--- src/rtl/srfi_pkg.sv ---
`timescale 1ns / 1ps
// ----------------------------------------------------------------------------
// srfi_pkg
// Types, operation codes and register constants shared by the short range
// force and integrate block.
// ----------------------------------------------------------------------------
package srfi_pkg;

  typedef struct packed {
    logic [30:0]        particle_x;
    logic [30:0]        particle_y;
    logic signed [31:0] particle_vx;
    logic signed [31:0] particle_vy;
    logic [30:0]        neighbor_x;
    logic [30:0]        neighbor_y;
    logic               neighbor_present;
    logic               last_neighbor;
  } in_item_t;

  typedef struct packed {
    logic [30:0]        new_x;
    logic [30:0]        new_y;
    logic signed [31:0] new_vx;
    logic signed [31:0] new_vy;
  } out_item_t;

  localparam int OP_W = 5;

  localparam logic [OP_W-1:0] OP_NOP     = 5'd0;
  localparam logic [OP_W-1:0] OP_LOAD    = 5'd1;
  localparam logic [OP_W-1:0] OP_R2X     = 5'd2;
  localparam logic [OP_W-1:0] OP_R2Y     = 5'd3;
  localparam logic [OP_W-1:0] OP_CUT2    = 5'd4;
  localparam logic [OP_W-1:0] OP_LIM2    = 5'd5;
  localparam logic [OP_W-1:0] OP_LIM     = 5'd6;
  localparam logic [OP_W-1:0] OP_CLAMP   = 5'd7;
  localparam logic [OP_W-1:0] OP_SQRT    = 5'd8;
  localparam logic [OP_W-1:0] OP_RMASS   = 5'd9;
  localparam logic [OP_W-1:0] OP_NUMX    = 5'd10;
  localparam logic [OP_W-1:0] OP_NUMY    = 5'd11;
  localparam logic [OP_W-1:0] OP_D0      = 5'd12;
  localparam logic [OP_W-1:0] OP_D1      = 5'd13;
  localparam logic [OP_W-1:0] OP_D2      = 5'd14;
  localparam logic [OP_W-1:0] OP_D3      = 5'd15;
  localparam logic [OP_W-1:0] OP_D4      = 5'd16;
  localparam logic [OP_W-1:0] OP_DIVINIT = 5'd17;
  localparam logic [OP_W-1:0] OP_DIV     = 5'd18;
  localparam logic [OP_W-1:0] OP_ACC     = 5'd19;
  localparam logic [OP_W-1:0] OP_VA0     = 5'd20;
  localparam logic [OP_W-1:0] OP_VA1     = 5'd21;
  localparam logic [OP_W-1:0] OP_VA2     = 5'd22;
  localparam logic [OP_W-1:0] OP_VEL     = 5'd23;
  localparam logic [OP_W-1:0] OP_XA0     = 5'd24;
  localparam logic [OP_W-1:0] OP_XA1     = 5'd25;
  localparam logic [OP_W-1:0] OP_XA2     = 5'd26;
  localparam logic [OP_W-1:0] OP_POS     = 5'd27;
  localparam logic [OP_W-1:0] OP_WALL    = 5'd28;
  localparam logic [OP_W-1:0] OP_EMIT    = 5'd29;

  typedef struct packed {
    logic [OP_W-1:0] op;
    logic            axis;
  } ctl_cmd_t;

  typedef struct packed {
    logic out_of_range;
    logic den_zero;
  } ctl_status_t;

  localparam int CFG_IDX_W = 3;

  localparam logic [CFG_IDX_W-1:0] CFG_CUTOFF = 3'd0;
  localparam logic [CFG_IDX_W-1:0] CFG_MINR   = 3'd1;
  localparam logic [CFG_IDX_W-1:0] CFG_MASS   = 3'd2;
  localparam logic [CFG_IDX_W-1:0] CFG_DT     = 3'd3;
  localparam logic [CFG_IDX_W-1:0] CFG_SIZE   = 3'd4;

  localparam logic [30:0] RST_CUTOFF = 31'd655;
  localparam logic [30:0] RST_MINR   = 31'd66;
  localparam logic [30:0] RST_MASS   = 31'd655;
  localparam logic [31:0] RST_DT     = 32'd2147484;
  localparam logic [30:0] RST_SIZE   = 31'd65536;

  localparam int CNT_W      = 6;
  localparam int SQRT_STEPS = 32;
  localparam int DIV_STEPS  = 63;

endpackage

--- src/rtl/srfi_ctrl.sv ---
`timescale 1ns / 1ps
// ----------------------------------------------------------------------------
// srfi_ctrl
// Sequencer that steps the datapath through force accumulation, integration
// and result delivery for each accepted transaction.
// ----------------------------------------------------------------------------
module srfi_ctrl
  import srfi_pkg::*;
(
  input  logic        clk,
  input  logic        rst,
  input  logic        in_valid,
  output logic        in_ready,
  input  logic        present,
  input  logic        last,
  output logic        out_valid,
  input  logic        out_ready,
  input  ctl_status_t status,
  output ctl_cmd_t    cmd
);

  localparam logic [4:0] ST_IDLE    = 5'd0;
  localparam logic [4:0] ST_R2X     = 5'd1;
  localparam logic [4:0] ST_R2Y     = 5'd2;
  localparam logic [4:0] ST_CUT2    = 5'd3;
  localparam logic [4:0] ST_LIM2    = 5'd4;
  localparam logic [4:0] ST_LIM     = 5'd5;
  localparam logic [4:0] ST_CLAMP   = 5'd6;
  localparam logic [4:0] ST_SQRT    = 5'd7;
  localparam logic [4:0] ST_RMASS   = 5'd8;
  localparam logic [4:0] ST_NUMX    = 5'd9;
  localparam logic [4:0] ST_NUMY    = 5'd10;
  localparam logic [4:0] ST_D0      = 5'd11;
  localparam logic [4:0] ST_D1      = 5'd12;
  localparam logic [4:0] ST_D2      = 5'd13;
  localparam logic [4:0] ST_D3      = 5'd14;
  localparam logic [4:0] ST_D4      = 5'd15;
  localparam logic [4:0] ST_DIVINIT = 5'd16;
  localparam logic [4:0] ST_DIV     = 5'd17;
  localparam logic [4:0] ST_ACC     = 5'd18;
  localparam logic [4:0] ST_VA0     = 5'd19;
  localparam logic [4:0] ST_VA1     = 5'd20;
  localparam logic [4:0] ST_VA2     = 5'd21;
  localparam logic [4:0] ST_VEL     = 5'd22;
  localparam logic [4:0] ST_XA0     = 5'd23;
  localparam logic [4:0] ST_XA1     = 5'd24;
  localparam logic [4:0] ST_XA2     = 5'd25;
  localparam logic [4:0] ST_POS     = 5'd26;
  localparam logic [4:0] ST_WALL    = 5'd27;
  localparam logic [4:0] ST_EMIT    = 5'd28;

  logic [4:0]       state, state_next;
  logic [CNT_W-1:0] count, count_next;
  logic             axis, axis_next;
  logic             last_q, last_next;
  logic             out_valid_next;
  logic [4:0]       after_force;

  assign after_force = last_q ? ST_VA0 : ST_IDLE;

  always_comb begin
    state_next     = state;
    count_next     = count;
    axis_next      = axis;
    last_next      = last_q;
    in_ready       = 1'b0;
    cmd.op         = OP_NOP;
    cmd.axis       = axis;
    out_valid_next = out_valid & ~out_ready;
    unique case (state)
      ST_IDLE: begin
        in_ready = 1'b1;
        if (in_valid) begin
          cmd.op    = OP_LOAD;
          last_next = last;
          axis_next = 1'b0;
          if (present) begin
            state_next = ST_R2X;
          end else if (last) begin
            state_next = ST_VA0;
          end
        end
      end
      ST_R2X: begin
        cmd.op     = OP_R2X;
        state_next = ST_R2Y;
      end
      ST_R2Y: begin
        cmd.op     = OP_R2Y;
        state_next = ST_CUT2;
      end
      ST_CUT2: begin
        cmd.op     = OP_CUT2;
        state_next = ST_LIM2;
      end
      ST_LIM2: begin
        cmd.op     = OP_LIM2;
        state_next = ST_LIM;
      end
      ST_LIM: begin
        cmd.op     = OP_LIM;
        state_next = ST_CLAMP;
      end
      ST_CLAMP: begin
        if (status.out_of_range) begin
          state_next = after_force;
        end else begin
          cmd.op     = OP_CLAMP;
          count_next = '0;
          state_next = ST_SQRT;
        end
      end
      ST_SQRT: begin
        cmd.op = OP_SQRT;
        if (count == CNT_W'(SQRT_STEPS - 1)) begin
          count_next = '0;
          state_next = ST_RMASS;
        end else begin
          count_next = count + 1'b1;
        end
      end
      ST_RMASS: begin
        cmd.op     = OP_RMASS;
        state_next = ST_NUMX;
      end
      ST_NUMX: begin
        cmd.op     = OP_NUMX;
        state_next = ST_NUMY;
      end
      ST_NUMY: begin
        cmd.op     = OP_NUMY;
        state_next = ST_D0;
      end
      ST_D0: begin
        cmd.op     = OP_D0;
        state_next = ST_D1;
      end
      ST_D1: begin
        cmd.op     = OP_D1;
        state_next = ST_D2;
      end
      ST_D2: begin
        cmd.op     = OP_D2;
        state_next = ST_D3;
      end
      ST_D3: begin
        cmd.op     = OP_D3;
        state_next = ST_D4;
      end
      ST_D4: begin
        cmd.op     = OP_D4;
        state_next = ST_DIVINIT;
      end
      ST_DIVINIT: begin
        if (status.den_zero) begin
          state_next = after_force;
        end else begin
          cmd.op     = OP_DIVINIT;
          count_next = '0;
          state_next = ST_DIV;
        end
      end
      ST_DIV: begin
        cmd.op = OP_DIV;
        if (count == CNT_W'(DIV_STEPS - 1)) begin
          count_next = '0;
          state_next = ST_ACC;
        end else begin
          count_next = count + 1'b1;
        end
      end
      ST_ACC: begin
        cmd.op     = OP_ACC;
        state_next = after_force;
      end
      ST_VA0: begin
        cmd.op     = OP_VA0;
        state_next = ST_VA1;
      end
      ST_VA1: begin
        cmd.op     = OP_VA1;
        state_next = ST_VA2;
      end
      ST_VA2: begin
        cmd.op     = OP_VA2;
        state_next = ST_VEL;
      end
      ST_VEL: begin
        cmd.op     = OP_VEL;
        state_next = ST_XA0;
      end
      ST_XA0: begin
        cmd.op     = OP_XA0;
        state_next = ST_XA1;
      end
      ST_XA1: begin
        cmd.op     = OP_XA1;
        state_next = ST_XA2;
      end
      ST_XA2: begin
        cmd.op     = OP_XA2;
        state_next = ST_POS;
      end
      ST_POS: begin
        cmd.op     = OP_POS;
        state_next = ST_WALL;
      end
      ST_WALL: begin
        cmd.op = OP_WALL;
        if (axis) begin
          state_next = ST_EMIT;
        end else begin
          axis_next  = 1'b1;
          state_next = ST_VA0;
        end
      end
      ST_EMIT: begin
        if (!out_valid || out_ready) begin
          cmd.op         = OP_EMIT;
          out_valid_next = 1'b1;
          state_next     = ST_IDLE;
        end
      end
      default: begin
        state_next = ST_IDLE;
      end
    endcase
  end

  always_ff @(posedge clk) begin
    if (rst) begin
      state     <= ST_IDLE;
      count     <= '0;
      axis      <= 1'b0;
      last_q    <= 1'b0;
      out_valid <= 1'b0;
    end else begin
      state     <= state_next;
      count     <= count_next;
      axis      <= axis_next;
      last_q    <= last_next;
      out_valid <= out_valid_next;
    end
  end

endmodule

--- config.mk ---
export PLATFORM = sky130hd
export DESIGN_NAME = srfi_ctrl
export DESIGN_NICKNAME = d
export VERILOG_FILES = /design/src/rtl/srfi_pkg.sv /design/src/rtl/srfi_ctrl.sv
export SDC_FILE = /design/constraint.sdc
export NUM_CORES = 1
export LEC_CHECK = 0
export BUFFER_PORTS_ARGS = -buffer_cell sky130_fd_sc_hd__buf_4
export CAP_MARGIN = 20
export CELL_PAD_IN_SITES_DETAIL_PLACEMENT = 2
export CELL_PAD_IN_SITES_GLOBAL_PLACEMENT = 2
export CORE_UTILIZATION = 35
export CTS_BUF_LIST = sky130_fd_sc_hd__clkbuf_2
export CTS_CLUSTER_DIAMETER = 200
export DETAILED_ROUTE_END_ITERATION = 7
export PLACE_DENSITY = 0.8
export SETUP_SLACK_MARGIN = 0.05
export SLEW_MARGIN = 10
export SYNTH_ARGS = -nofsm -noshare
export SYNTH_HDL_FRONTEND = slang
export SYNTH_SLANG_ARGS = --single-unit
export TNS_END_PERCENT = 30
--- constraint.sdc ---
create_clock -name clk -period 2.3 [get_ports clk]
set_clock_uncertainty 0.15 [all_clocks]
set_input_delay 0.23 -clock clk [delete_from_list [all_inputs] [get_ports clk]]
set_output_delay 0.23 -clock clk [all_outputs]
set_load 0.005 [all_outputs]
Yosys cells after proc, flatten, opt, wreduce, memory -nomap -nowiden:

Index checks and enable logic that the tools add are counted.

* add/sub/neg operators: 1
* equality and inequality tests: 37
* multiplexer cells: 26
* bitwise gates (word level): 2
* reduce and logical (&&, ||, !) cells: 9

Operators by type and width (number)
* case mux 5 bit (29 select lines): 2
* == test 5 bit, second input constant: 13
* two-way mux 5 bit: 11
* == test 5 x 4 -> 1 bit, second input constant: 8
* two-way mux 6 bit: 4
* case mux 6 bit (4 select lines): 1
* == test 5 x 3 -> 1 bit, second input constant: 4
* != test 2 bit, second input constant: 6
* == test 5 x 2 -> 1 bit, second input constant: 2
* adder 6 x 1 -> 6 bit, second input constant: 1
* == test 6 x 5 -> 1 bit, second input constant: 1
* == test 6 bit, second input constant: 1
* == test 5 x 1 -> 1 bit, second input constant: 1
* logical NOT 5 bit: 1
* two-way mux 1 bit: 5
* AND reduction 5 bit: 1
* two-way mux 4 bit: 1
* AND reduction 2 bit: 2
* nonzero test 4 bit: 1
* two-way mux 3 bit: 1
* != test 3 bit, second input constant: 1
* AND reduction 3 bit: 1
* case mux 1 bit (2 select lines): 1
* nonzero test 2 bit: 1
* other kinds (4): 4

* flip-flop bits (word level): 14
* output and inout bits: 8
* word-level logic and storage cells: 80

Longest topological paths before layout:

Gate-level depths: netlist (run 1).

* depth after elaboration: 4
* mapped depth: 7
* gate-level depth less buffers: 7

Least setup slack after synthesis (run 1):

No wires, ideal clock.

* kind: register -> register
* start: register count[0]
* end: register state[3]
* arrival time: 1.444 ns
* setup slack: 0.636 ns
* cell stages (with the launch flop): 7
* clock period less this slack: 1.664 ns
* cells stage by stage: dfxtp_1 ha_1 nand2_1 o311ai_4 nand3_2 a211o_1 a21oi_1

* cells in the longest elaborated chain, start to end: 3
* elaborated cells between the ends (all ways): 5

RTL lines
* start: declaration: RTL line srfi_ctrl.sv:53 `logic [CNT_W-1:0] count, count_next;`
* start signal: assignment: RTL line srfi_ctrl.sv:239 `count <= count_next;`
* == test 6 bit or == test 6 x 5 -> 1 bit (tied branches): RTL line srfi_ctrl.sv:165, srfi_ctrl.sv:115
* != test 2 bit (no source line)
* AND reduction 5 bit (no source line) (*)
* end signal: assignment: RTL line srfi_ctrl.sv:238 `state <= state_next;`
* end: declaration: RTL line srfi_ctrl.sv:52 `logic [4:0] state, state_next;`

Every way passes the cells marked *; elsewhere a longest branch is shown, timed or not.
A chain may end at the register's enable or synchronous reset.

==> out/summary.txt, run 1 <==
I/O Buffers: 15
Final setup viols: 0
r2r worst-path depth: 6
Post-synth EDFFs: 0
pin count of the biggest net entering global routing: 25
clk buf depth: 2
Die Y: 62.9 µm
setup bufs post-CTS: 0
Crit. Startpoint: state[2]$_SDFFE_PP0P_
WL final: 4.27 mm
CTS H-tree lvls: 1
Synth Instances: 162
yosys warns: 0
post-synthesis mux area share: 0.00771
CTS sink count: 14
cell mode on critical path: buf_4
M1 GR Usage: 0.284
GRT Overall Usage: 0.232
top_reg_cell synth: dfxtp_1
CTS tree: yes
Crit Reg-Reg Endpoint: state[4]$_SDFFE_PP0P_
XOR/XNOR Fraction of Synth Area: 0.00674
Yosys top cell area share: 0.216
Startpoint Class: flip-flop
cell accounting for the most synthesized area: dfxtp_1
full die area: 3960 µm²
Initial Utilization: 0.377
gr busiest metal: met2
worst path cell trace: buf_4 > or2_1 > nor3_2 > nand2_1 > nand4b_1 > buf_4
r2r setup slk: 300 ps
Slew HR: 0.694
total CTS buffers: 3
Post-Synthesis Net Count: 172
DRC viols: 0
post-route ant nets: 0
Final GP Congestion: 0.780
worst vdd ir: 0.269 mV
slowest cell on the critical path: dfxtp_4
synth unique cells: 53
status: complete, no violations
Clock Pin Slew Worst Setup and Hold Paths: 140 ps
vias in the first global route: 1437
CP arrival: 1790 ps
post-synthesis register bit count: 14
unrepaired setup endpoints after global routing: yes
Synth Area in Compound Gates: 0.323
root cell of the clock tree: clkbuf_2
max_cap viols: 0
reg2reg start: count[0]$_SDFFE_PP0P_
endpoints failing hold: 0
HPWL after DPL: 3.36 mm
Slew Limit Fails: 0
Critical Path RT: 1920 ps
final period utilization: 0.945
commonest non-fill, non-tap cells in the layout: buf_4 (25), nor2_1 (17), nand2_1 (15), a21oi_1 (10), dfxtp_1 (10)
Syn Std Cell Area: 1300 µm²
total gr overflow: 0
share of cells above drive strength 1: 0.273
Hold Crit Class: in2reg
Simple-Gate Fraction of Synth Area: 0.329
Worst Setup EP: cmd[1]
Finished Core Util: 0.424
filler cell count in the final layout: 416
synth top area cells: dfxtp_1 (22%), buf_6 (5.2%), nor2_1 (4.9%)
met2 Usage GRT: 0.418
Ports: 16
endpoint class of the critical path: primary output
die width: 62.9 µm
hold_buf cts: 0
commonest non-fill, non-tap cell in the layout: buf_4
Vias: 1315
P&R area growth vs syn: 12.3%
diode count: 0
adder-cell share of the synthesized area: 0.0193
Synth Area per Inst: 8.02 µm²
Setup TNS Final: 0 ps
via/cell ratio: 5.92
Detailed Route Iter0 Violations: 95
core area: 3440 µm²
CP max FO: 19
nets: 187
met3 usage: 0.0182
drt wl/cell: 19.2 µm
fmax: 460 MHz
global-route wire length before repair: 7.19 mm
FP Rows: 21
PD cells: 886 nW/µm²
CP max stage delay: 440 ps
Setup CP Type: reg2out
initial antenna violation count: 0
Slew @ Worst Pin: 459 ps
post-synthesis sequential area ratio: 0.216
detailed-router iteration count before antenna repair: 4
Pleak: 0.522 nW
Clock Latency Late Sink: 300 ps
Synth async-reset ratio: 0
minimum clock period: 2170 ps
largest family of logic cells by synthesized area: simple AND/OR/NAND/NOR gates
[flip-flops by register name, summed over array words and instances (netlist names)]
| name | count |
|---|---|
| out_valid | 1 |
| axis | 1 |
| count | 6 |
| last_q | 1 |
| state | 5 |
[cell usage after synthesis (2+ instances only)]
cell,n
and3b_1,2
a31oi_1,3
a21oi_1,10
buf_6,6
nor2_1,17
o221ai_1,2
or2_1,2
o31ai_1,4
buf_4,4
a211oi_1,4
nand2b_1,7
buf_2,3
o211ai_1,4
a311oi_1,4
nand3_1,7
nand2_2,2
nor3_1,4
nand4_1,3
nand2_1,15
ha_1,2
dfxtp_1,14
inv_1,2
o21ai_1,2
nor2b_1,3
clkbuf_1,2
o21ai_0,7
[worst min-delay path by stage]
stage                     startpoint                    end  slack (ps)  cells past startpoint
6_report                         rst  state[3]$_SDFFE_PP0P_          40                      2
5_1_grt                          rst  state[3]$_SDFFE_PP0P_          30                      2
4_1_cts                          rst  state[3]$_SDFFE_PP0P_          30                      2
3_5_place_dp   count[4]$_SDFFE_PP0P_  count[4]$_SDFFE_PP0P_         360                      1
3_3_place_gp                    last    last_q$_SDFFE_PP0P_         330                      3
2_1_floorplan                    rst  count[2]$_SDFFE_PP0P_         150                      1
[cells by family after synthesis]
logic type	after synthesis
AND/OR/NAND/NOR	73
AO/OA/AOI/OAI	54
buffers and inverters	17
flip-flops	14
adder cells (fa/ha/maj)	2
XOR/XNOR	1
multiplexers	1
[cell type report]
cell class              count  area [µm²]  area share
multi-input cells         131         895       0.613
flip-flops and latches     14         293       0.201
repair buffers             25         188       0.129
well taps                  46        57.6      0.0395
clock buffers               3        15.0      0.0103
inverters                   2        7.51     0.00515
clock inverters             1        3.75     0.00257
[where the power goes]
| part | total [mW] | switching, mW | internal, mW |
|---|---|---|---|
| clock | 0.126 | 0.0881 | 0.0378 |
| sequential | 0.370 | 0.0882 | 0.282 |
| combinational | 0.797 | 0.427 | 0.370 |
| total | 1.29 | 0.603 | 0.690 |
[stage by stage]
stage | power (mW) | hold slack, ps | cells | cell area [µm²] | setup slack, ps
after floorplan | 0.894 | 152 | 162 | 1300 | 636
after global placement | 1.11 | 331 | 218 | 1420 | 216
after detailed placement | 1.16 | 359 | 218 | 1420 | 112
after CTS | 1.30 | 32.1 | 222 | 1450 | 80.7
after global routing | 1.38 | 32.2 | 222 | 1460 | 44.5
final | 1.29 | 41.8 | 222 | 1460 | 127
[worst max-delay path, delay by kind of cell (launching register included)]
family / cells / cell delay (ps)
DFF: 1 / 440
and+or+nand+nor: 4 / 750
buffers and inverters: 2 / 290
[metal layers]
| layer | vias to the layer above | share of wire |
|---|---|---|
| li1 | 636 | - |
| met1 | 656 | 0.45 |
| met2 | 14 | 0.51 |
| met3 | 9 | 0.012 |
| met4 | 0 | 0.022 |
| met5 | - | 0 |
[timing repair]
action | 4_1_cts | 5_1_grt
pin swaps | 0 | 0
resized for setup | 4 | 5
endpoints found under the setup margin | 5 | 2
Power figures use the tool's default switching activity.
==> run 2, diff against run 1 <==
- CORE_ASPECT_RATIO: default -> 1.75
==> run 2 against run 1 <==
Effect of this change: sequential share of layout area down 0.19 points; largest power group unchanged; die area rose by 0.23%; routed wire length is 1.1% lower; critical path type unchanged; clock-buffer cell count is the same; combinational power is 2% lower; final area shrank 0.77%; via count is 0.38% lower; register-to-register slack better by 30 ps; clock power decreased by 6%.
==> out/summary.txt, run 2 (synthesized netlist as in run 1, its figures left out) <==
status: complete, no violations (unchanged)
via/cell ratio: 5.95 (was 5.92)
Slew Limit Fails: 0 (unchanged)
Clock Pin Slew Worst Setup and Hold Paths: 150 ps (was 140 ps)
total gr overflow: 0 (unchanged)
placed cells: 216 (was 218)
I/O Buffers: 15 (unchanged)
global-route wire length before repair: 6.76 mm (was 7.19 mm)
initial antenna violation count: 0 (unchanged)
hold_buf cts: 0 (unchanged)
final period utilization: 0.944 (was 0.945)
Vias: 1310 (was 1315)
P&R area growth vs syn: 11.5% (was 12.3%)
setup bufs post-CTS: 0 (unchanged)
CP max FO: 6 (was 19)
filler cell count in the final layout: 411 (was 416)
CP arrival: 1790 ps (about the same)
Startpoint Class: flip-flop (unchanged)
Critical Path RT: 1920 ps (about the same)
nets: 186 (was 187)
Ports: 16 (unchanged)
max reg flops: 6 (unchanged)
pin count of the biggest net entering global routing: 19 (was 25)
r2r setup slk: 330 ps (was 300 ps)
endpoint class of the critical path: primary output (unchanged)
diode count: 0 (unchanged)
Layout Cells excl Fill: 220 (was 222)
Top reg by flops: count (unchanged)
pre-CTS WS: 141 ps (was 112 ps)
drt wl/cell: 19.2 µm (about the same)
Detailed Route Iter0 Violations: 14 (was 95)
HPWL after DPL: 3.39 mm (was 3.36 mm)
final worst slack: 128 ps (was 127 ps)
GRT Overall Usage: 0.236 (was 0.232)
share of cells above drive strength 1: 0.257 (was 0.273)
minimum clock period: 2170 ps (about the same)
endpoints failing hold: 0 (unchanged)
root cell of the clock tree: clkbuf_2 (unchanged)
Pleak: 0.517 nW (was 0.522 nW)
unrepaired setup endpoints after global routing: no (was yes)
total power: 1.27 mW (was 1.29 mW)
core area: 3470 µm² (was 3440 µm²)
fmax: 460 MHz (about the same)
FP Rows: 28 (was 21)
Initial Utilization: 0.374 (was 0.377)
clk buf depth: 2 (unchanged)
full die area: 3970 µm² (was 3960 µm²)
worst vdd ir: 0.366 mV (was 0.269 mV)
max_cap viols: 0 (unchanged)
biggest registers after layout: count (6), state (5) (unchanged)
CTS H-tree lvls: 1 (unchanged)
final hold slack: 37.6 ps (was 41.8 ps)
Slew HR: 0.721 (was 0.694)
CTS sink count: 14 (unchanged)
Hold Crit Class: in2reg (unchanged)
commonest non-fill, non-tap cell in the layout: buf_4 (unchanged)
die width: 48.0 µm (was 62.9 µm)
vias in the first global route: 1388 (was 1437)
Clock Latency Late Sink: 280 ps (was 300 ps)
total CTS buffers: 3 (unchanged)
Setup CP Type: reg2out (unchanged)
DRC viols: 0 (unchanged)
Final GP Congestion: 0.903 (was 0.780)
commonest non-fill, non-tap cells in the layout: buf_4 (24), nor2_1 (17), nand2_1 (15), a21oi_1 (10), dfxtp_1 (10) (was buf_4 (25), nor2_1 (17), nand2_1 (15), a21oi_1 (10), dfxtp_1 (10))
detailed-router iteration count before antenna repair: 4 (unchanged)
post-route ant nets: 0 (unchanged)
Setup TNS Final: 0 ps (unchanged)
CTS tree: yes (unchanged)
WL final: 4.23 mm (was 4.27 mm)
Slew @ Worst Pin: 418 ps (was 459 ps)
Die Y: 82.6 µm (was 62.9 µm)
Final setup viols: 0 (unchanged)
PD cells: 879 nW/µm² (was 886 nW/µm²)
==> run 2: changes by cell type in the layout (fill, tap and decap cells not counted), sizes merged <==
cell  delta
buf      -1
==> run 2: timing repair <==
action | 4_1_cts | 5_1_grt
endpoints found under the setup margin | 3 | 4
gates resized for setup | 4 | 2
pin swaps | 0 | 0
==> run 2: path summary, 6_finish.rpt <==
path                            depth (start not counted)             startpoint                    end
worst max register to register                          6  state[4]$_SDFFE_PP0P_  state[1]$_SDFFE_PP0P_
worst min-delay path                                    3                   last    last_q$_SDFFE_PP0P_
worst min register to register                          1  count[4]$_SDFFE_PP0P_  count[4]$_SDFFE_PP0P_
worst max-delay path                                    5  state[4]$_SDFFE_PP0P_                 cmd[1]
==> run 2: critical path, stage by stage (launching register included) <==
cell,delay [ps]
dfxtp_1,470
and3b_1,240
o21ba_1,170
a211oi_1,340
nand4b_1,180
buf_4,120
==> run 2: metal layers <==
layer | vias to the layer above | part of all wire | global-route usage
met5 | - | 0 | 0
met4 | 0 | 0.038 | 0.111
met3 | 14 | 0.0099 | 0.0130
met2 | 19 | 0.54 | 0.428
met1 | 642 | 0.41 | 0.262
li1 | 635 | - | -
==> run 2: power breakdown <==
group / total [mW] / internal [mW] / switching, mW
Clock: 0.119 / 0.0378 / 0.0810
Combinational: 0.779 / 0.368 / 0.411
Sequential: 0.376 / 0.278 / 0.0981
Total: 1.27 / 0.683 / 0.590
==> run 2: area by class of cell <==
type	count	area, µm²	share of cell area
well taps	45	56.3	0.0389
clock buffers	3	15.0	0.0104
flip-flops and latches	14	288	0.199
multi-input cells	131	897	0.620
repair buffers	24	180	0.124
clock inverters	1	3.75	0.00259
inverters	2	7.51	0.00519
==> run 2: stage by stage <==
step           instance area, µm²  utilization
2_1_floorplan                1300            -
3_3_place_gp                 1420        0.408
3_5_place_dp                 1420        0.408
4_1_cts                      1440        0.416
5_1_grt                      1450        0.417
6_report                     1450        0.417
